### src/design/u8u16_pkg.sv
// u8u16_pkg: shared types and constants for the utf-8 to utf-16 transcoder
// no dependencies; used by every module of the block

package u8u16_pkg;

    // input word: one utf-8 byte and the end-of-text flag
    typedef struct packed {
        logic [7:0] data_byte;
        logic       end_of_text;
    } t_in;

    // output word: one utf-16 code unit and the last-of-byte flag
    typedef struct packed {
        logic [15:0] code_unit;
        logic        run_last;
    } t_out;

    // decoded job: the code units that one input byte gives, oldest in slot 0
    typedef struct packed {
        logic [2:0]       unit_cnt;
        logic [3:0][15:0] units;
    } t_job;

    // default job queue depth
    localparam int JOB_DEPTH_DEF = 4;

    // code points and byte ranges
    localparam logic [15:0] REPLACEMENT = 16'hFFFD;
    localparam logic [7:0]  ASCII_LIM   = 8'h80;
    localparam logic [7:0]  LEAD2_MIN   = 8'hC2;
    localparam logic [7:0]  LEAD2_MAX   = 8'hDF;
    localparam logic [7:0]  LEAD3_MIN   = 8'hE0;
    localparam logic [7:0]  LEAD3_MAX   = 8'hEF;
    localparam logic [7:0]  LEAD4_MIN   = 8'hF0;
    localparam logic [7:0]  LEAD4_MAX   = 8'hF4;
    localparam logic [20:0] MIN_CP2     = 21'h00080;
    localparam logic [20:0] MIN_CP3     = 21'h00800;
    localparam logic [20:0] SUPP_BASE   = 21'h10000;
    localparam logic [20:0] CP_MAX      = 21'h10FFFF;
    localparam logic [20:0] SURR_FIRST  = 21'h0D800;
    localparam logic [20:0] SURR_END    = 21'h0DFFF;
    localparam logic [15:0] HI_SURR     = 16'hD800;
    localparam logic [15:0] LO_SURR     = 16'hDC00;

endpackage

### src/design/u8u16_front.sv
// u8u16_front: decode state and per-byte classification into a job of code units
// depends on u8u16_pkg

module u8u16_front (
    input  logic             i_clk,
    input  logic             i_rst_n,
    input  logic             i_accept,
    input  u8u16_pkg::t_in   i_item,
    output logic             o_job_wr,
    output u8u16_pkg::t_job  o_job
);

    logic [1:0]  r_exp, n_exp;
    logic [1:0]  r_rcv, n_rcv;
    logic [20:0] r_val, n_val;

    logic [7:0]       b;
    logic             cont;
    logic [20:0]      shifted;
    logic [20:0]      supp;
    logic [1:0]       rcv_inc;
    logic [20:0]      least;
    logic             bad;
    logic             do_lead;
    logic [2:0]       nrep;
    logic [2:0]       cnt;
    logic [3:0][15:0] units;

    assign b       = i_item.data_byte;
    assign cont    = (b[7:6] == 2'b10);
    assign shifted = {r_val[14:0], b[5:0]};
    assign supp    = shifted - u8u16_pkg::SUPP_BASE;
    assign rcv_inc = r_rcv + 2'd1;

    // smallest legal value for the sequence length
    always_comb begin
        case (r_exp)
            2'd1:    least = u8u16_pkg::MIN_CP2;
            2'd2:    least = u8u16_pkg::MIN_CP3;
            default: least = u8u16_pkg::SUPP_BASE;
        endcase
    end

    assign bad = (shifted < least)
               || ((shifted >= u8u16_pkg::SURR_FIRST) && (shifted <= u8u16_pkg::SURR_END))
               || (shifted > u8u16_pkg::CP_MAX);

    // classify the byte and build the list of code units it gives
    always_comb begin
        n_exp   = r_exp;
        n_rcv   = r_rcv;
        n_val   = r_val;
        cnt     = 3'd0;
        units   = {4{u8u16_pkg::REPLACEMENT}};
        do_lead = 1'b0;
        nrep    = 3'd0;

        if (r_exp != 2'd0) begin
            if (cont) begin
                if (rcv_inc == r_exp) begin
                    // sequence complete
                    if (bad) begin
                        nrep = {1'b0, r_exp} + 3'd1;
                        for (int i = 0; i < 4; i++) begin
                            if (3'(i) < nrep) begin
                                units[cnt[1:0]] = u8u16_pkg::REPLACEMENT;
                                cnt = cnt + 3'd1;
                            end
                        end
                    end else if (shifted < u8u16_pkg::SUPP_BASE) begin
                        units[cnt[1:0]] = shifted[15:0];
                        cnt = cnt + 3'd1;
                    end else begin
                        units[cnt[1:0]] = u8u16_pkg::HI_SURR + {6'd0, supp[19:10]};
                        cnt = cnt + 3'd1;
                        units[cnt[1:0]] = u8u16_pkg::LO_SURR + {6'd0, supp[9:0]};
                        cnt = cnt + 3'd1;
                    end
                    n_exp = 2'd0;
                    n_rcv = 2'd0;
                    n_val = '0;
                end else begin
                    n_val = shifted;
                    n_rcv = rcv_inc;
                end
            end else begin
                // interrupted sequence: flush lead and held continuations
                nrep = {1'b0, r_rcv} + 3'd1;
                for (int i = 0; i < 4; i++) begin
                    if (3'(i) < nrep) begin
                        units[cnt[1:0]] = u8u16_pkg::REPLACEMENT;
                        cnt = cnt + 3'd1;
                    end
                end
                n_exp   = 2'd0;
                n_rcv   = 2'd0;
                n_val   = '0;
                do_lead = 1'b1;
            end
        end else begin
            do_lead = 1'b1;
        end

        // byte taken as a lead
        if (do_lead) begin
            if (b < u8u16_pkg::ASCII_LIM) begin
                units[cnt[1:0]] = {8'd0, b};
                cnt = cnt + 3'd1;
            end else if ((b >= u8u16_pkg::LEAD2_MIN) && (b <= u8u16_pkg::LEAD2_MAX)) begin
                n_exp = 2'd1;
                n_val = {16'd0, b[4:0]};
            end else if ((b >= u8u16_pkg::LEAD3_MIN) && (b <= u8u16_pkg::LEAD3_MAX)) begin
                n_exp = 2'd2;
                n_val = {17'd0, b[3:0]};
            end else if ((b >= u8u16_pkg::LEAD4_MIN) && (b <= u8u16_pkg::LEAD4_MAX)) begin
                n_exp = 2'd3;
                n_val = {18'd0, b[2:0]};
            end else begin
                units[cnt[1:0]] = u8u16_pkg::REPLACEMENT;
                cnt = cnt + 3'd1;
            end
            n_rcv = 2'd0;
        end

        // end of text with a sequence still open
        if (i_item.end_of_text && (n_exp != 2'd0)) begin
            nrep = {1'b0, n_rcv} + 3'd1;
            for (int i = 0; i < 4; i++) begin
                if (3'(i) < nrep) begin
                    units[cnt[1:0]] = u8u16_pkg::REPLACEMENT;
                    cnt = cnt + 3'd1;
                end
            end
            n_exp = 2'd0;
            n_rcv = 2'd0;
            n_val = '0;
        end
    end

    // job handed to the queue only when the byte gives output
    assign o_job_wr       = i_accept && (cnt != 3'd0);
    assign o_job.unit_cnt = cnt;
    assign o_job.units    = units;

    // decode state
    always_ff @(posedge i_clk) begin
        if (!i_rst_n) begin
            r_exp <= 2'd0;
            r_rcv <= 2'd0;
            r_val <= '0;
        end else if (i_accept) begin
            r_exp <= n_exp;
            r_rcv <= n_rcv;
            r_val <= n_val;
        end
    end

endmodule

### src/design/u8u16_jobq.sv
// u8u16_jobq: short queue of decoded jobs between the front and back parts
// depends on u8u16_pkg

module u8u16_jobq #(
    parameter int DEPTH = u8u16_pkg::JOB_DEPTH_DEF
) (
    input  logic             i_clk,
    input  logic             i_rst_n,
    input  logic             i_wr,
    input  u8u16_pkg::t_job  i_job,
    input  logic             i_rd,
    output logic             o_full,
    output logic             o_valid,
    output u8u16_pkg::t_job  o_head
);

    localparam int PW = (DEPTH > 1) ? $clog2(DEPTH) : 1;
    localparam int CW = $clog2(DEPTH + 1);

    u8u16_pkg::t_job r_mem [DEPTH];
    logic [PW-1:0]   r_wr_ptr;
    logic [PW-1:0]   r_rd_ptr;
    logic [CW-1:0]   r_count;
    logic            do_wr;
    logic            do_rd;

    assign do_wr   = i_wr && !o_full;
    assign do_rd   = i_rd && o_valid;
    assign o_full  = (r_count == CW'(DEPTH));
    assign o_valid = (r_count != '0);
    assign o_head  = r_mem[r_rd_ptr];

    // storage
    always_ff @(posedge i_clk) begin
        if (do_wr) begin
            r_mem[r_wr_ptr] <= i_job;
        end
    end

    // pointers and fill count
    always_ff @(posedge i_clk) begin
        if (!i_rst_n) begin
            r_wr_ptr <= '0;
            r_rd_ptr <= '0;
            r_count  <= '0;
        end else begin
            if (do_wr) begin
                r_wr_ptr <= (r_wr_ptr == PW'(DEPTH - 1)) ? '0 : r_wr_ptr + PW'(1);
            end
            if (do_rd) begin
                r_rd_ptr <= (r_rd_ptr == PW'(DEPTH - 1)) ? '0 : r_rd_ptr + PW'(1);
            end
            if (do_wr && !do_rd) begin
                r_count <= r_count + CW'(1);
            end else if (do_rd && !do_wr) begin
                r_count <= r_count - CW'(1);
            end
        end
    end

    // the front only writes when there is room
    a_no_wr_full: assert property (@(posedge i_clk) disable iff (!i_rst_n)
        o_full |-> !i_wr)
        else $error("job written while queue full");

    // occupancy steps up on a write without a read
    a_count_step: assert property (@(posedge i_clk) disable iff (!i_rst_n)
        (do_wr && !do_rd) |=> (r_count == $past(r_count) + CW'(1)))
        else $error("job queue count out of step");

endmodule

### src/design/u8u16_back.sv
// u8u16_back: walks the head job into the output register, one code unit a cycle
// while that register is empty or popped; depends on u8u16_pkg

module u8u16_back (
    input  logic             i_clk,
    input  logic             i_rst_n,
    input  logic             i_head_valid,
    input  u8u16_pkg::t_job  i_head,
    output logic             o_head_done,
    input  logic             pop,
    output logic             empty,
    output u8u16_pkg::t_out  o_data
);

    logic            r_ovld;
    u8u16_pkg::t_out r_out;
    logic [1:0]      r_idx;
    logic            load;
    logic            last_unit;

    assign last_unit   = ({1'b0, r_idx} == (i_head.unit_cnt - 3'd1));
    assign load        = i_head_valid && (!r_ovld || pop);
    assign o_head_done = load && last_unit;
    assign empty       = !r_ovld;
    assign o_data      = r_out;

    // unit index within the head job
    always_ff @(posedge i_clk) begin
        if (!i_rst_n) begin
            r_idx <= 2'd0;
        end else if (load) begin
            r_idx <= last_unit ? 2'd0 : r_idx + 2'd1;
        end
    end

    // output register
    always_ff @(posedge i_clk) begin
        if (!i_rst_n) begin
            r_ovld <= 1'b0;
        end else if (load) begin
            r_ovld <= 1'b1;
        end else if (pop) begin
            r_ovld <= 1'b0;
        end
    end

    always_ff @(posedge i_clk) begin
        if (load) begin
            r_out.code_unit <= i_head.units[r_idx];
            r_out.run_last  <= last_unit;
        end
    end

    // a queued job always carries at least one unit and at most four
    a_job_cnt: assert property (@(posedge i_clk) disable iff (!i_rst_n)
        i_head_valid |-> ((i_head.unit_cnt != 3'd0) && (i_head.unit_cnt <= 3'd4)))
        else $error("empty or oversized job in queue");

    // index never runs past the head job
    a_idx_range: assert property (@(posedge i_clk) disable iff (!i_rst_n)
        i_head_valid |-> ({1'b0, r_idx} < i_head.unit_cnt))
        else $error("unit index beyond job");

    // between jobs the index sits at the start
    a_idx_idle: assert property (@(posedge i_clk) disable iff (!i_rst_n)
        !i_head_valid |-> (r_idx == 2'd0))
        else $error("unit index not cleared with no job");

endmodule

### src/design/utf8_to_utf16_transcoder_top.sv
// utf8_to_utf16_transcoder_top: top level of the utf-8 to utf-16 transcoder
// depends on u8u16_pkg, u8u16_front, u8u16_jobq, u8u16_back
//
// Usage
//  Input queue side: one utf-8 byte with an end-of-text flag per word, taken
//  at a clock edge with push high and full low. Output queue side: one utf-16
//  code unit per word, shown while empty is low and taken with pop high.
//  run_last marks the final code unit caused by an input byte; bytes that only
//  extend a pending sequence give no output word.
//  Throughput: one byte per cycle is accepted while the job queue has room;
//  the output side delivers one code unit per cycle while pop is high. Bytes
//  that give two to four units (surrogate pairs, replacement bursts) drain at
//  one unit a cycle while popped; the job queue, JOB_DEPTH jobs deep, absorbs
//  them before full rises. A byte's first unit is written into the job queue
//  at the edge that takes it, then loaded into the output register.
//  Reset (synchronous, active low) clears the decode state, the job queue and
//  the output register; a partly received sequence is dropped silently.
//  When the receiver stalls the output word holds, the job queue fills, and
//  full rises to hold back the sender; nothing is lost.

module utf8_to_utf16_transcoder_top #(
    parameter int JOB_DEPTH = u8u16_pkg::JOB_DEPTH_DEF
) (
    input  logic             i_clk,
    input  logic             i_rst_n,
    input  logic             push,
    output logic             full,
    input  u8u16_pkg::t_in   i_data,
    output logic             empty,
    input  logic             pop,
    output u8u16_pkg::t_out  o_data
);

    logic            accept;
    logic            job_wr;
    u8u16_pkg::t_job job;
    logic            q_full;
    logic            head_valid;
    u8u16_pkg::t_job head;
    logic            head_done;

    assign full   = q_full;
    assign accept = push && !q_full;

    // byte classification and decode state
    u8u16_front u_front (
        .i_clk    (i_clk),
        .i_rst_n  (i_rst_n),
        .i_accept (accept),
        .i_item   (i_data),
        .o_job_wr (job_wr),
        .o_job    (job)
    );

    // decoupling queue
    u8u16_jobq #(
        .DEPTH (JOB_DEPTH)
    ) u_jobq (
        .i_clk   (i_clk),
        .i_rst_n (i_rst_n),
        .i_wr    (job_wr),
        .i_job   (job),
        .i_rd    (head_done),
        .o_full  (q_full),
        .o_valid (head_valid),
        .o_head  (head)
    );

    // code unit serialiser and output register
    u8u16_back u_back (
        .i_clk        (i_clk),
        .i_rst_n      (i_rst_n),
        .i_head_valid (head_valid),
        .i_head       (head),
        .o_head_done  (head_done),
        .pop          (pop),
        .empty        (empty),
        .o_data       (o_data)
    );

endmodule

### config.mk
export PLATFORM = sky130hd
export DESIGN_NAME = utf8_to_utf16_transcoder_top
export DESIGN_NICKNAME = d
export VERILOG_FILES = /design/src/design/u8u16_pkg.sv /design/src/design/u8u16_front.sv /design/src/design/u8u16_jobq.sv /design/src/design/u8u16_back.sv /design/src/design/utf8_to_utf16_transcoder_top.sv
export SDC_FILE = /design/constraint.sdc
export NUM_CORES = 1
export LEC_CHECK = 0
export BUFFER_PORTS_ARGS = -buffer_cell sky130_fd_sc_hd__buf_4
export CORE_UTILIZATION = 56
export DETAILED_ROUTE_END_ITERATION = 16
export PLACE_DENSITY = 0.75
export SETUP_SLACK_MARGIN = 0.5
export SLEW_MARGIN = 20
export SYNTH_ARGS = -nofsm -noshare
export SYNTH_HDL_FRONTEND = slang
export SYNTH_SLANG_ARGS = --single-unit
### constraint.sdc
create_clock -name i_clk -period 7.4 [get_ports i_clk]
set_input_delay 0.37 -clock i_clk [delete_from_list [all_inputs] [get_ports i_clk]]
set_output_delay 0.37 -clock i_clk [all_outputs]
set_load 0.005 [all_outputs]
# ---- Yosys cells after proc, flatten, opt, wreduce, memory -nomap -nowiden
# Memories as Yosys holds them, arrays and structs flattened. A register that Yosys moved wholly into a read port is not among the register bits.
# Index checks and enable logic that the tools add are counted.
dict set report totals {
  reg_bits 52
  ramBits 268
  input_bits 13
  out_inout_bits 19
  word_cells 310
  memories 1
}
dict set report op_classes {
  addsub 24
  magnitude_cmp 47
  n_eq_ne 8
  muxes 150
  bitwise 33
  reduce_logical 37
}
# memory words width read_ports rd_ports_with_merged_regs write_ports line_no
set memory_table {}
lappend memory_table {u_jobq.r_mem 4 67 1 1 1 u8u16_jobq.sv:20} ;# u8u16_pkg::t_job r_mem [DEPTH];
# op n
set ops {}
lappend ops {{two-way mux 64 bit} 34}
lappend ops {{OR 60 bit} 11}
lappend ops {{demux 16 bit (select 2 bit)} 11}
lappend ops {{two-way mux 16 bit} 20}
lappend ops {{two-way mux 21 bit} 9}
lappend ops {{two-way mux 3 bit} 43}
lappend ops {{bitwise mux 64 bit} 1}
lappend ops {{two-way mux 32 bit} 2}
lappend ops {{NOT 4 bit} 11}
lappend ops {{two-way mux 2 bit} 20}
lappend ops {{adder 3 x 1 -> 3 bit (second input constant)} 12}
lappend ops {{AND 4 bit} 9}
lappend ops {{< comparator 2 x 3 -> 1 bit (second input constant)} 12}
lappend ops {{case mux 17 bit (2 select lines)} 1}
lappend ops {{adder 15 x 11 -> 16 bit (first input constant)} 2}
lappend ops {{binary-select mux 16 bit (select 2 bit)} 1}
lappend ops {{greater-or-equal comparator 8 bit (second input constant)} 3}
lappend ops {{less-or-equal comparator 8 bit (second input constant)} 3}
lappend ops {{logical AND 1 bit} 24}
lappend ops {{greater-or-equal comparator 2 x 1 -> 1 bit (second input constant)} 11}
lappend ops {{greater-or-equal comparator 21 x 16 -> 1 bit (second input constant)} 1}
lappend ops {{> comparator 21 bit (second input constant)} 1}
lappend ops {{less-or-equal comparator 21 x 16 -> 1 bit (second input constant)} 1}
lappend ops {{< comparator 21 x 17 -> 1 bit} 1}
lappend ops {{other kinds (19)} 55}

# ---- Longest topological paths before layout
dict set report logic_depth {
  depth_word 52
  depth_mapped 36
}

# ---- By module
# From an unflattened synthesis, not the netlist that was laid out.
dict set report hier_totals {
  hier_cells 842
  area_unflattened_um2 13988.4
}
# mod instances cells_each area_per_inst_um2 seq_area_each_um2
set modules_own_cells {}
lappend modules_own_cells {u8u16_jobq 1 401 10177.3 8227.9}
lappend modules_own_cells {u8u16_front 1 381 2705.1 380.4}
lappend modules_own_cells {u8u16_back 1 59 1092.3 570.5}
lappend modules_own_cells {utf8_to_utf16_transcoder_top 1 1 13.8 0.0}

# ---- Worst setup path after synthesis
# OpenSTA, ideal clock, no wires.
dict set report synth_timing {
  path_kind {register to register}
  start {register u_front.r_exp[0]}
  end {memory u_jobq.r_mem[0][0] (netlist name) (enable)}
  arrival_time_ns 7.399
  path_slack_ns -0.408
  path_stages_with_launch 30
  n_path_buf 0
  synth_period_minus_slack_ns 7.808
  path_cell_list {dfxtp_1 > inv_1 > ha_1 > ha_1 > o21a_1 > or4_4 > o211ai_1 > a22oi_1 > nor3_1 > a21oi_1 > or2_2 > ha_1 > nand2_1 > o21ai_0 > ha_1 > inv_1 > ha_1 > mux2_2 > ha_1 > nand2_1 > o21a_1 > ha_1 > or4b_2 > o211ai_1 > nor4_1 > nor4_1 > xor2_1 > xnor2_1 > a41oi_2 > and2_1}
}
dict set report synth_via {
  elab_chain_len 48
  word_cells_on_any_way 79
  cone_classes {add/sub (10); order compare (9); eq/ne (3); mux (49); reduce/logical (8)}
}
# item line_no
set synth_lines {}
lappend synth_lines {{from (decl)} u8u16_front.sv:13} ;# logic [1:0] r_exp, n_exp;
lappend synth_lines {{from (signal assigned)} u8u16_front.sv:152} ;# r_exp <= n_exp;
lappend synth_lines {{adder 2 x 1 -> 3 bit} u8u16_front.sv:63} ;# nrep = {1'b0, r_exp} + 3'd1;
lappend synth_lines {{< comparator 1 x 3 -> 1 bit} u8u16_front.sv:65} ;# if (3'(i) < nrep) begin
lappend synth_lines {{two-way mux 1 bit} u8u16_front.sv:65}
lappend synth_lines {{two-way mux 3 bit} u8u16_front.sv:62} ;# if (bad) begin
lappend synth_lines {{two-way mux 3 bit} u8u16_front.sv:60} ;# if (rcv_inc == r_exp) begin
lappend synth_lines {{two-way mux 3 bit} u8u16_front.sv:59} ;# if (cont) begin
lappend synth_lines {{two-way mux 3 bit} u8u16_front.sv:58} ;# if (r_exp != 2'd0) begin
lappend synth_lines {{adder 3 x 1 -> 3 bit} u8u16_front.sv:67} ;# cnt = cnt + 3'd1;
lappend synth_lines {{[33 not listed]} n/a}
lappend synth_lines {{two-way mux 3 bit} u8u16_front.sv:129} ;# if (3'(i) < nrep) begin
lappend synth_lines {{two-way mux 3 bit (*)} u8u16_front.sv:126} ;# if (i_item.end_of_text && (n_exp != 2'd0)) begin
lappend synth_lines {{nonzero test 3 bit (*)} u8u16_front.sv:141} ;# assign o_job_wr = i_accept && (cnt != 3'd0);
lappend synth_lines {{logical AND 1 bit (*)} u8u16_front.sv:141}
lappend synth_lines {{logical AND 1 bit (*)} u8u16_jobq.sv:27} ;# assign do_wr = i_wr && !o_full;
lappend synth_lines {{via u_jobq.do_wr} u8u16_jobq.sv:24} ;# logic do_wr;
lappend synth_lines {{two-way mux 1 bit (*)} u8u16_jobq.sv:35} ;# if (do_wr) begin
lappend synth_lines {{two-way mux 1 bit (implied by the code) (*)} u8u16_jobq.sv:36} ;# r_mem[r_wr_ptr] <= i_job;
lappend synth_lines {{to (decl)} u8u16_jobq.sv:20}
# Mark *: on every way through the listed nets, which the timed path passes. The rest lies on a longest branch. The select of a mux whose other input is x is not followed.

# ---- Final worst setup path
dict set report layout_timing {
  start {register u_front.r_val[6]}
  end {register u_jobq.r_count[2]}
}
dict set report layout_via {
  elab_chain_len 32
  word_cells_on_any_way 39
  cone_classes {add/sub (5); order compare (5); mux (19); reduce/logical (10)}
}
# item line_no
set layout_lines {}
lappend layout_lines {{from (decl)} u8u16_front.sv:15} ;# logic [20:0] r_val, n_val;
lappend layout_lines {{from (signal assigned)} u8u16_front.sv:154} ;# r_val <= n_val;
lappend layout_lines {{greater-or-equal comparator 21 x 16 -> 1 bit or less-or-equal comparator 21 x 16 -> 1 bit (tied branches)} u8u16_front.sv:45} ;# || ((shifted >= u8u16_pkg::SURR_FIRST) && (shifted <= u8u16_pkg::SURR_END))
lappend layout_lines {{logical AND 1 bit} u8u16_front.sv:45}
lappend layout_lines {{logical OR 1 bit} u8u16_front.sv:45}
lappend layout_lines {{logical OR 1 bit} u8u16_front.sv:46} ;# || (shifted > u8u16_pkg::CP_MAX);
lappend layout_lines {{two-way mux 3 bit (*)} u8u16_front.sv:62}
lappend layout_lines {{two-way mux 3 bit (*)} u8u16_front.sv:60}
lappend layout_lines {{two-way mux 3 bit (*)} u8u16_front.sv:59}
lappend layout_lines {{two-way mux 3 bit (*)} u8u16_front.sv:58}
lappend layout_lines {{[17 not listed]} n/a}
lappend layout_lines {{two-way mux 3 bit (*)} u8u16_front.sv:126}
lappend layout_lines {{nonzero test 3 bit (*)} u8u16_front.sv:141}
lappend layout_lines {{logical AND 1 bit (*)} u8u16_front.sv:141}
lappend layout_lines {{logical AND 1 bit (*)} u8u16_jobq.sv:27}
lappend layout_lines {{via u_jobq.do_wr} u8u16_jobq.sv:24}
lappend layout_lines {{logical NOT 1 bit} u8u16_jobq.sv:55} ;# end else if (do_rd && !do_wr) begin
lappend layout_lines {{logical AND 1 bit} u8u16_jobq.sv:55}
lappend layout_lines {{nonzero test 2 bit (no line)} n/a}
lappend layout_lines {{to (signal assigned)} u8u16_jobq.sv:54} ;# r_count <= r_count + CW'(1);
lappend layout_lines {{to (signal assigned)} u8u16_jobq.sv:56} ;# r_count <= r_count - CW'(1);
lappend layout_lines {{to (decl)} u8u16_jobq.sv:23} ;# logic [CW-1:0] r_count;
# Marks and branches as above.
# A chain may end at the register's enable or synchronous reset.

==> results.sh <==
export IMPL_synth_top_area_cell="edfxtp_1"
export IMPL_numCtsBuffers=24
export IMPL_nets=882
export IMPL_cts_sinks=236
export IMPL_status="complete, no violations"
export IMPL_path_buf_inv=3
export IMPL_io_buffers=31
export IMPL_startpoint="u_front.r_val[6]"
export IMPL_cts_tree="built"
export IMPL_grt_pass1_vias=6906
export IMPL_gp_congestion=0.944
export IMPL_hold_viol=0
export IMPL_crit_path_frequent_cell="ha_4"
export IMPL_r2r_end="u_jobq.r_count[2]"
export IMPL_period_share_pct=95.3
export IMPL_cts_root_buffer="clkbuf_16"
export IMPL_ctsHoldBuffers=0
export IMPL_holdCritPathClass="input pin to flop"
export IMPL_synthCells=730
export IMPL_drcViolationCount=0
export IMPL_dr_pass1_iters=5
export IMPL_grt_max_degree=48
export IMPL_comb_power_share_pct=22.3
export IMPL_maxCapViolations=0
export IMPL_critPathLaunchType="flop"
export IMPL_rows=50
export IMPL_max_freq_mhz=142
export IMPL_ys_ff_latch=236
export IMPL_fin_area_um2=13000
export IMPL_endpoint_kind="flop"
export IMPL_antenna_found_initial=0
export IMPL_fp_dieH_um=141
export IMPL_synth_cell_types=61
export IMPL_crit_path_max_incr_delay_ns=0.53
export IMPL_dieWidth_um=141
export IMPL_required_ns=7.85
export IMPL_synth_edf_count=205
export IMPL_area_delta_synth_final_pct=20.1
export IMPL_p_leak_nw=4.30
export IMPL_via_per_inst=6.06
export IMPL_cp_depth=33
export IMPL_ys_seq_area_share_pct=62.7
export IMPL_vdd_drop_max_mv=0.243
export IMPL_track_usage_pct=24.6
export IMPL_synthFlopType="edfxtp_1"
export IMPL_ant_nets=0
export IMPL_switching_share_pct=26.9
export IMPL_setup_viol=0
export IMPL_cp_slowest_cell="or4_4"
export IMPL_synth_nets=782
export IMPL_worst_slew_pin_slew_ns=1.06
export IMPL_path_class="flop to flop"
export IMPL_r2r_slack_ns=0.35
export IMPL_power_internal_mw=2.72
export IMPL_synth_area_top_cells="edfxtp_1 57%, mux4_2 11%, dfxtp_1 5.7%"
export IMPL_worstPathArrival_ns=7.51
export IMPL_finalCriticalPeriod_ns=7.05
export IMPL_crit_fanout=4
export IMPL_yosysWarnings=0
export IMPL_clock_latency_ns=0.52
export IMPL_async_flop_share_pct=0
export IMPL_cp_endpoint="u_jobq.r_count[2]"
export IMPL_drv_slew=0
export IMPL_pwr_share_clk_pct=31.6
export IMPL_r2r_start="u_front.r_val[6]"
export IMPL_start_util_pct=57.4
export IMPL_dpl_hpwl_um=14900
export IMPL_r2r_worst_path_cells=33
export IMPL_core_um2=18800
export IMPL_grt_first_pass_wirelength_um=37300
export IMPL_die_area_um2=19900
export IMPL_power_density_nw_per_um2=286
export IMPL_clk_pin_slew_worst_paths_ns=0.06
export IMPL_switchingPower_mw=0.999
export IMPL_slew_headroom_pct=29.1
export IMPL_htree_levels=1
export IMPL_vias=6720
export IMPL_tns_ns=0
export IMPL_clockBufferDepth=3
export IMPL_skew_ns=0.0152
export IMPL_drt_initial_drc_count=498
export IMPL_syn_mean_instance_area_um2=14.8
export IMPL_drive_above_1_share_pct=29.6
export IMPL_critPathTopFamily="simple AND/OR/NAND/NOR gates"
export IMPL_rsz0062_at_grt="true"
export IMPL_post_drt_wl_per_cell_um=22.5
export IMPL_pin_count=32
export IMPL_routed_wl_um=25000
export IMPL_synth_top_cell_area_share_pct=57.0
export IMPL_placed_area_um2=11700
export IMPL_gr_total_overflow=0
export IMPL_antenna_cells=0
export IMPL_synth_cell_area_um2=10800
export IMPL_power_frac_seq_pct=46.1
==> state kept, by name, summed over array words and instances (netlist names), named ones only <==
signal / cells
u_back.o_data: 17
u_back.r_idx: 2
u_back.r_ovld: 1
u_front.r_exp: 2
u_front.r_rcv: 2
u_front.r_val: 15
u_jobq.r_count: 3
u_jobq.r_mem: 188
u_jobq.r_rd_ptr: 2
u_jobq.r_wr_ptr: 2
==> power by group through the flow <==
stage,sequential [mW],clock [mW],combinational [mW]
after global routing,1.73,1.24,0.900
final,1.71,1.17,0.830
after global placement,1.73,0,0.703
after floorplan,1.71,0,0.476
after detailed placement,1.74,0,0.724
after CTS,1.71,1.18,0.748
==> placed cells by master (no fill, tap or decap), drive strengths merged, types with 8 or more instances in the layout <==
cell type	n
a21boi	10
a21oi	20
a22oi	17
and2	14
buf	95
clkbuf	34
clkinv	11
dfxtp	31
edfxtp	205
ha	38
inv	39
mux2i	10
mux4	54
nand2	37
nand2b	11
nor2	38
nor2b	26
nor3	8
o21ai	39
o22ai	10
or2	10
xnor2	10
==> repair_timing <==
action                     CTS  global route
pin swaps                   23             5
cloned                       0            12
resized for setup           15            14
setup buffers               15            14
setup endpoints to repair  186           171
==> how the worst min path moves through the flow <==
stage | startpoint | end | slack [ns] | cells past startpoint
2_1_floorplan | u_jobq.r_count[2] | u_jobq.r_count[2] | 0.47 | 2
3_3_place_gp | u_jobq.r_count[2] | u_jobq.r_count[2] | 0.48 | 2
3_5_place_dp | u_jobq.r_rd_ptr[0] | flop | 0.49 | 2
4_1_cts | i_data[2] | u_front.r_val[1] | 0.15 | 3
5_1_grt | pop | u_back.r_ovld | 0.20 | 3
6_report | i_data[2] | u_front.r_val[1] | 0.18 | 3
==> cell type report <==
| cell class | count | area (µm²) |
|---|---|---|
| flip-flops and latches | 236 | 6790 |
| fillers | 1236 | 5850 |
| multi-input cells | 430 | 4010 |
| repair buffers | 101 | 947 |
| clock buffers | 28 | 616 |
| well taps | 260 | 325 |
| clock inverters | 16 | 148 |
| inverters | 37 | 144 |
==> cell usage after synthesis, types with 11 or more instances <==
cell type  number
edfxtp_1      205
mux4_2         54
ha_1           38
nor2_1         38
nand2_1        37
inv_1          36
o21ai_0        35
dfxtp_1        31
nor2b_1        26
clkbuf_1       21
a21oi_1        20
a22oi_1        17
and2_1         11
nand2b_1       11
==> metal layers <==
metal  routed length, µm  up-vias  global-route usage (%)
met2               12600      248                    42.4
met5                   0        -                       0
met1               10100     3397                    33.1
li1                    -     3023                       -
met4                 745        0                    8.52
met3                1470       52                    2.41
==> metrics by stage <==
step                      power, mW  cells  worst slack (ns)  hold WS [ns]  utilization, %
after floorplan                2.19    730             0.391         0.469               -
after global placement         2.43   1023             0.120         0.480            61.9
after detailed placement       2.46   1023           -0.0935         0.493            61.9
after CTS                      3.64   1082             0.363         0.148            67.0
after global routing           3.86   1108           0.00498         0.204            68.9
final                          3.72   1108             0.349         0.175            68.9
==> worst min-delay path: cells and delay by family <==
kind | cells | cell delay, ns
compound gates | 1 | 0.07
buf+inv | 1 | 0.12
simple gates | 1 | 0.10
==> kinds of logic after synthesis <==
group / count (synthesis) / share of synthesized area (%)
flip-flops: 236 / 62.7
multiplexers: 66 / 12.4
buffers and inverters: 67 / 2.36
AO/OA/AOI/OAI: 132 / 8.15
XOR/XNOR: 16 / 1.30
AND/OR/NAND/NOR: 174 / 8.53
adder cells (fa/ha/maj): 39 / 4.58
(Power assumes the default switching activity.)
